<file path="src/design/ptb_pkg.sv">
// Package for the periodic timer bank: sizes, codes and the entry type.
// No dependencies.
`default_nettype none

package ptb_pkg;

  localparam int SLOTS  = 16;
  localparam int SLOT_W = $clog2(SLOTS);
  localparam int CNT_W  = $clog2(SLOTS + 1);

  typedef enum logic [1:0] {
    FUNC_TICK  = 2'd0,
    FUNC_REG   = 2'd1,
    FUNC_UNREG = 2'd2
  } func_t;

  typedef enum logic [1:0] {
    KIND_FIRE  = 2'd0,
    KIND_TICK  = 2'd1,
    KIND_REG   = 2'd2,
    KIND_UNREG = 2'd3
  } kind_t;

  typedef enum logic [3:0] {
    ST_IDLE,
    ST_TRD,
    ST_TEV,
    ST_TSUM,
    ST_REG,
    ST_URD,
    ST_UEV,
    ST_USHIFT,
    ST_USWR,
    ST_UOUT
  } state_t;

  typedef struct packed {
    logic [15:0] handle;
    logic [31:0] period;
    logic [31:0] elapsed;
  } entry_t;

endpackage

`default_nettype wire

</file>
<file path="src/design/periodic_callback_timer_bank_unit.sv">
// Periodic timer bank top level: sequencer, entry memory and output register.
// Depends on ptb_pkg.
`default_nettype none

// One item at a time: the next word is taken once the sequencer is back in idle,
// after any walk over the entry memory (one read, one write a cycle) and the
// result word; the sequencer waits while the output is stalled and a word must go out.
// Reset (rst_n low, synchronous): sequencer idle, entry count, tick and uptime
// totals cleared, ms_per_tick set to 1, output word dropped; entries are
// left as they are.
module periodic_callback_timer_bank_unit (
  input  wire logic                        clk,
  input  wire logic                        rst_n,
  input  wire logic                        cfg_we,
  input  wire logic [9:0]                  cfg_wdata,
  input  wire logic                        in_valid,
  output logic                             in_stall,
  input  wire logic [1:0]                  in_func,
  input  wire logic [15:0]                 in_handle,
  input  wire logic [31:0]                 in_interval_ms,
  output logic                             out_valid,
  input  wire logic                        out_stall,
  output logic [1:0]                       out_kind,
  output logic [ptb_pkg::SLOT_W-1:0]       out_slot,
  output logic [15:0]                      out_fired_handle,
  output logic                             out_ok,
  output logic [63:0]                      out_tick_total,
  output logic [63:0]                      out_uptime_total_ms,
  output logic [ptb_pkg::CNT_W-1:0]        out_active_entries,
  output logic                             out_last
);
  import ptb_pkg::*;

  state_t             state_r, state_nxt;
  logic [CNT_W-1:0]   idx_r, idx_nxt;
  logic [CNT_W-1:0]   cnt_r, cnt_nxt;
  logic [63:0]        tick_r, tick_nxt;
  logic [63:0]        up_r, up_nxt;
  logic [9:0]         ms_r;
  logic [15:0]        h_r, h_nxt;
  logic [31:0]        iv_r, iv_nxt;
  logic [SLOT_W-1:0]  hit_r, hit_nxt;
  logic               found_r, found_nxt;

  entry_t             mem [SLOTS];
  entry_t             rd_r;
  logic               mem_we;
  logic [SLOT_W-1:0]  mem_waddr;
  entry_t             mem_wdata;
  logic [SLOT_W-1:0]  mem_raddr;

  logic               out_valid_r, out_free;
  kind_t              out_kind_r;
  logic [SLOT_W-1:0]  out_slot_r;
  logic [15:0]        out_handle_r;
  logic               out_ok_r, out_last_r;
  logic [63:0]        out_tick_r, out_up_r;
  logic [CNT_W-1:0]   out_act_r;

  logic               ld;
  kind_t              ld_kind;
  logic [SLOT_W-1:0]  ld_slot;
  logic [15:0]        ld_handle;
  logic               ld_ok, ld_last;
  logic [CNT_W-1:0]   ld_act;

  logic [32:0]        sum;
  logic [31:0]        c_sat;
  logic               fire;
  logic [CNT_W-1:0]   idx_inc;

  assign out_free = !out_valid_r || !out_stall;
  assign in_stall = (state_r != ST_IDLE);
  assign idx_inc  = idx_r + CNT_W'(1);

  // shared saturating add and compare for the tick walk
  assign sum   = {1'b0, rd_r.elapsed} + {23'd0, ms_r};
  assign c_sat = sum[32] ? 32'hFFFF_FFFF : sum[31:0];
  assign fire  = (c_sat >= rd_r.period);

  always_comb begin
    state_nxt = state_r;
    idx_nxt   = idx_r;
    cnt_nxt   = cnt_r;
    tick_nxt  = tick_r;
    up_nxt    = up_r;
    h_nxt     = h_r;
    iv_nxt    = iv_r;
    hit_nxt   = hit_r;
    found_nxt = found_r;
    mem_we    = 1'b0;
    mem_waddr = idx_r[SLOT_W-1:0];
    mem_wdata = rd_r;
    mem_raddr = idx_r[SLOT_W-1:0];
    ld        = 1'b0;
    ld_kind   = KIND_TICK;
    ld_slot   = '0;
    ld_handle = '0;
    ld_ok     = 1'b0;
    ld_last   = 1'b0;
    ld_act    = cnt_r;
    unique case (state_r)
      ST_IDLE: begin
        if (in_valid) begin
          h_nxt     = in_handle;
          iv_nxt    = in_interval_ms;
          idx_nxt   = '0;
          hit_nxt   = '0;
          found_nxt = 1'b0;
          case (in_func)
            FUNC_TICK: begin
              tick_nxt  = tick_r + 64'd1;
              up_nxt    = up_r + {54'd0, ms_r};
              state_nxt = (cnt_r == '0) ? ST_TSUM : ST_TRD;
            end
            FUNC_REG:   state_nxt = ST_REG;
            FUNC_UNREG: state_nxt = (cnt_r == '0) ? ST_UOUT : ST_URD;
            default:    state_nxt = ST_IDLE;
          endcase
        end
      end
      ST_TRD: state_nxt = ST_TEV;
      ST_TEV: begin
        // hold until the fire word can go out
        if (!(fire && rd_r.handle != '0) || out_free) begin
          ld        = fire && (rd_r.handle != '0);
          ld_kind   = KIND_FIRE;
          ld_slot   = idx_r[SLOT_W-1:0];
          ld_handle = rd_r.handle;
          mem_we    = 1'b1;
          mem_wdata = rd_r;
          mem_wdata.elapsed = fire ? 32'd0 : c_sat;
          idx_nxt   = idx_inc;
          state_nxt = (idx_inc == cnt_r) ? ST_TSUM : ST_TRD;
        end
      end
      ST_TSUM: begin
        if (out_free) begin
          ld        = 1'b1;
          ld_kind   = KIND_TICK;
          ld_last   = 1'b1;
          state_nxt = ST_IDLE;
        end
      end
      ST_REG: begin
        if (out_free) begin
          ld        = 1'b1;
          ld_kind   = KIND_REG;
          ld_handle = h_r;
          ld_last   = 1'b1;
          if (cnt_r < CNT_W'(SLOTS)) begin
            mem_we    = 1'b1;
            mem_waddr = cnt_r[SLOT_W-1:0];
            mem_wdata = '{handle: h_r, period: iv_r, elapsed: 32'd0};
            cnt_nxt   = cnt_r + CNT_W'(1);
            ld_slot   = cnt_r[SLOT_W-1:0];
            ld_ok     = 1'b1;
            ld_act    = cnt_r + CNT_W'(1);
          end
          state_nxt = ST_IDLE;
        end
      end
      ST_URD: state_nxt = ST_UEV;
      ST_UEV: begin
        if (rd_r.handle == h_r) begin
          hit_nxt   = idx_r[SLOT_W-1:0];
          found_nxt = 1'b1;
          state_nxt = ST_USHIFT;
        end else if (idx_inc == cnt_r) begin
          state_nxt = ST_UOUT;
        end else begin
          idx_nxt   = idx_inc;
          state_nxt = ST_URD;
        end
      end
      ST_USHIFT: begin
        // close the gap: move entry idx+1 down to idx
        mem_raddr = idx_inc[SLOT_W-1:0];
        state_nxt = (idx_inc < cnt_r) ? ST_USWR : ST_UOUT;
      end
      ST_USWR: begin
        mem_we    = 1'b1;
        mem_wdata = rd_r;
        idx_nxt   = idx_inc;
        state_nxt = ST_USHIFT;
      end
      ST_UOUT: begin
        if (out_free) begin
          ld        = 1'b1;
          ld_kind   = KIND_UNREG;
          ld_slot   = hit_r;
          ld_handle = h_r;
          ld_ok     = found_r;
          ld_last   = 1'b1;
          cnt_nxt   = found_r ? cnt_r - CNT_W'(1) : cnt_r;
          ld_act    = cnt_nxt;
          state_nxt = ST_IDLE;
        end
      end
      default: state_nxt = ST_IDLE;
    endcase
  end

  always_ff @(posedge clk) begin
    if (!rst_n) begin
      state_r     <= ST_IDLE;
      cnt_r       <= '0;
      tick_r      <= '0;
      up_r        <= '0;
      ms_r        <= 10'd1;
      out_valid_r <= 1'b0;
    end else begin
      state_r     <= state_nxt;
      cnt_r       <= cnt_nxt;
      tick_r      <= tick_nxt;
      up_r        <= up_nxt;
      if (cfg_we) begin
        ms_r <= cfg_wdata;
      end
      out_valid_r <= ld || (out_valid_r && out_stall);
    end
  end

  always_ff @(posedge clk) begin
    idx_r   <= idx_nxt;
    h_r     <= h_nxt;
    iv_r    <= iv_nxt;
    hit_r   <= hit_nxt;
    found_r <= found_nxt;
    if (ld) begin
      out_kind_r   <= ld_kind;
      out_slot_r   <= ld_slot;
      out_handle_r <= ld_handle;
      out_ok_r     <= ld_ok;
      out_last_r   <= ld_last;
      out_tick_r   <= tick_r;
      out_up_r     <= up_r;
      out_act_r    <= ld_act;
    end
  end

  // entry memory: one write and one registered read per cycle
  always_ff @(posedge clk) begin
    if (mem_we) begin
      mem[mem_waddr] <= mem_wdata;
    end
    rd_r <= mem[mem_raddr];
  end

  assign out_valid           = out_valid_r;
  assign out_kind            = out_kind_r;
  assign out_slot            = out_slot_r;
  assign out_fired_handle    = out_handle_r;
  assign out_ok              = out_ok_r;
  assign out_tick_total      = out_tick_r;
  assign out_uptime_total_ms = out_up_r;
  assign out_active_entries  = out_act_r;
  assign out_last            = out_last_r;

endmodule

`default_nettype wire

</file>
<file path="config.mk">
export PLATFORM = sky130hd
export DESIGN_NAME = periodic_callback_timer_bank_unit
export DESIGN_NICKNAME = d
export VERILOG_FILES = /design/src/design/ptb_pkg.sv /design/src/design/periodic_callback_timer_bank_unit.sv
export SDC_FILE = /design/constraint.sdc
export NUM_CORES = 2
export LEC_CHECK = 0
export ABC_AREA = 1
export BUFFER_PORTS_ARGS = -buffer_cell sky130_fd_sc_hd__buf_2
export CAP_MARGIN = 20
export CORE_MARGIN = 2
export CORE_UTILIZATION = 40
export CTS_CLUSTER_SIZE = 8
export DETAILED_ROUTE_END_ITERATION = 12
export PLACE_DENSITY = 0.62
export REMOVE_ABC_BUFFERS = 1
export SYNTH_ARGS = -nofsm -noshare
export SYNTH_HDL_FRONTEND = slang
export SYNTH_SLANG_ARGS = --single-unit
</file>
<file path="constraint.sdc">
create_clock -name clk -period 22.7 [get_ports clk]
set_input_delay 4.54 -clock clk [delete_from_list [all_inputs] [get_ports clk]]
set_output_delay 4.54 -clock clk [all_outputs]
set_load 0.005 [all_outputs]
</file>
==> reports/summary.txt <==
Row cnt: 153
Die Height: 423 um
R2R depth: 25
Die W: 423 um
Hold Vio Cnt, Final: 0
Peak Freq: 123 MHz
WP buf/inv: 6
Final setup vio count: 0
Top-count cell post-synth: edfxtp_1
Synth Cell Area: 70,300 um^2
Top_reg_cell synth: edfxtp_1
Total track usage: 20.7%
Placed Cells: 8,295
Status: finished, final reports clean
Setup TNS: 0 ns
# diodes: 0
Power per cell area: 142 nW/um^2
Max IR drop VDD: 0.0000887 V
Setup crit end: mem[14][20]
Initial antenna violation count: 3
Root Buffer: clkbuf_16
GRT overflow: 0
Drt total wl: 191,000 um
Kind of critical path: input port to register
Ports: 224
EDFF count, synth: 1,495
Vias: 48,000
DR iter-0 viols: 5,165
WP data arrival: 8.51 ns
Slew Viols, Final: 0
Family with the most delay on the worst path: simple AND/OR/NAND/NOR gates
Post-cts sizing count: 0
WP data required: 23.11 ns
Drc violations: 0
Starting Density: 40.3%
CP max FO: 54
Sequential area share after synthesis: 70.4%
Fin util: 46.5%
CTS max path bufs: 3
CP Depth: 13
Via density: 5.50
Synth warn: 0
Slew HR: 24.9%
Worst clock skew: 0.0621 ns
Setup crit start: out_stall
TritonCTS clock tree: done
Fin cells: 8,729
Crit share post-route: 35.7%
Worst hold path type: register to register
CP Capture Type: register
Synth cell count leaders: edfxtp_1 (1,495), nor2_1 (931), o21ai_0 (757), nand2_1 (692), inv_1 (326)
Post-DRT Antenna Nets: 0
Leakage: 27.6 nW
CTS Hold Bufs: 0
CP max-delay cell: buf_4
H-tree depth: 4
MaxCap Viol Count: 0
Flop-to-flop setup slack: 15.23 ns
First-pass GRT wire length: 286,000 um
Die ar.: 179,000 um^2
Fraction of registers with async set/reset: 0%
Layout Area Growth over Synthesis: 15.2%
RR Startpoint: ms_r[0]
RSZ-0062 raised after global routing: false
Critical Path Max Stage Delay: 0.99 ns
Detail Placement HPWL: 108,000 um
Port bufs: 223
CORE AREA: 174,000 um^2
Avg WL per Cell: 21.9 um
Vias in the first global route: 46,200
Area contributors post-synth: edfxtp_1 (64%), dfxtp_1 (6.5%), o21ai_0 (5.4%)
Syn Inst Count: 5,945
Leading area contributor after synthesis: edfxtp_1
Post-synth cell types: 53
Tmin final: 8.10 ns
Total setup buffers inserted after CTS: 0
Clock sink count: 1,723
Yosys reg bits: 1,723
Most used cell, CP: inv_1
R2r endpoint: mem[14][20]
Routability congestion estimate: 0.931
Tightest Pin Transition: 1.13 ns
Crit path cell chain: buf_2 -> nand2_1 -> inv_1 -> nor2_1 -> inv_1 -> nor2_4 -> inv_1 -> nor2_1 -> a21oi_1 -> inv_1 -> nand2_1 -> nor2_4 -> buf_4
Cts bufs inserted: 235
Worst-Skew Late Latency: 0.85 ns
Fraction of layout cells with a size suffix above 1: 10.4%
First drt pass iteration count: 6
Nets: 6,340
Clk slew on worst S/H paths: 0.05 ns
Largest net degree at the start of global routing: 206
CP startpoint kind: input port
Avg Inst Size Synth: 11.8 um^2
Synth top area share: 63.9%
## cell type report
class | instances | area (um^2)
Timing Repair Buffer | 337 | 1970
Inverter | 337 | 1300
Clock inverter | 16 | 320
Clock buffer | 415 | 6620
Multi-Input combinational cell | 3576 | 18400
Tap cell | 2325 | 2910
Fill cell | 15500 | 93200
Sequential cell | 1723 | 49500
## metrics by stage
| stage | cell area (um^2) | hold slack, ns | setup slack (ns) | total power (W) |
|---|---|---|---|---|
| floorplan | 68900 | 0.408 | 5.55 | 0.00699 |
| global placement | 74000 | 0.424 | 13.69 | 0.00820 |
| detailed placement | 74000 | 0.422 | 13.66 | 0.00829 |
| CTS | 80900 | 0.435 | 14.51 | 0.0116 |
| global route | 81000 | 0.458 | 14.25 | 0.0121 |
| finish | 81000 | 0.432 | 14.60 | 0.0115 |
## layer usage
layer	up-vias	GRT usage [%]	share of wire [%]
li1	22200	-	-
met1	23600	28.1	43
met2	1892	34.0	47
met3	347	3.12	6.7
met4	0	7.22	3.3
met5	-	0	0
## how the worst min path moves through the flow
stage	startpoint	end	cells past startpoint
floorplan	tick_r[62]	out_tick_total[62]	0
global placement	tick_r[62]	out_tick_total[62]	0
detailed placement	tick_r[62]	out_tick_total[62]	0
CTS	tick_r[62]	out_tick_total[62]	0
global route	tick_r[62]	out_tick_total[62]	0
finish	tick_r[62]	out_tick_total[62]	0
## layout by cell type (no fill, tap or decap), drive strengths merged, types with 24 or more instances in the layout
cell,synthesis,routed
xor2,43,43
inv,336,342
a21oi,138,138
buf,117,337
nor4,24,24
o211ai,105,105
nand4,71,71
o22ai,104,104
o221ai,221,221
nand2,701,701
xnor2,26,26
edfxtp,1495,1495
nand3,180,180
clkbuf,192,415
ha,63,63
nor3,67,67
o21ai,822,822
nor2,942,942
dfxtp,228,228
## sequential cells by signal (all words and copies together), names as in the netlist, 5 cells and up
register,flops
mem,1280
rd_r,80
out_tick_total,64
out_uptime_total_ms,64
tick_r,64
up_r,64
iv_r,32
h_r,16
out_fired_handle,16
ms_r,10
cnt_r,5
idx_r,5
out_active_entries,5
## power by group
part	total, W	switching, W	internal, W	leakage (nW)
clock network	0.00327	0.00131	0.00195	3.27
logic	0.00350	0.00258	0.000918	8.82
registers	0.00476	0.000215	0.00455	15.5
## logic make-up after synthesis
logic type | share of synthesized area [%]
AO/OA/AOI/OAI | 12.0
flip-flops | 70.4
XOR/XNOR | 0.860
AND/OR/NAND/NOR | 11.8
adder cells (fa/ha/maj) | 1.18
buffers and inverters | 3.70
Power figures use the tool's default switching activity.
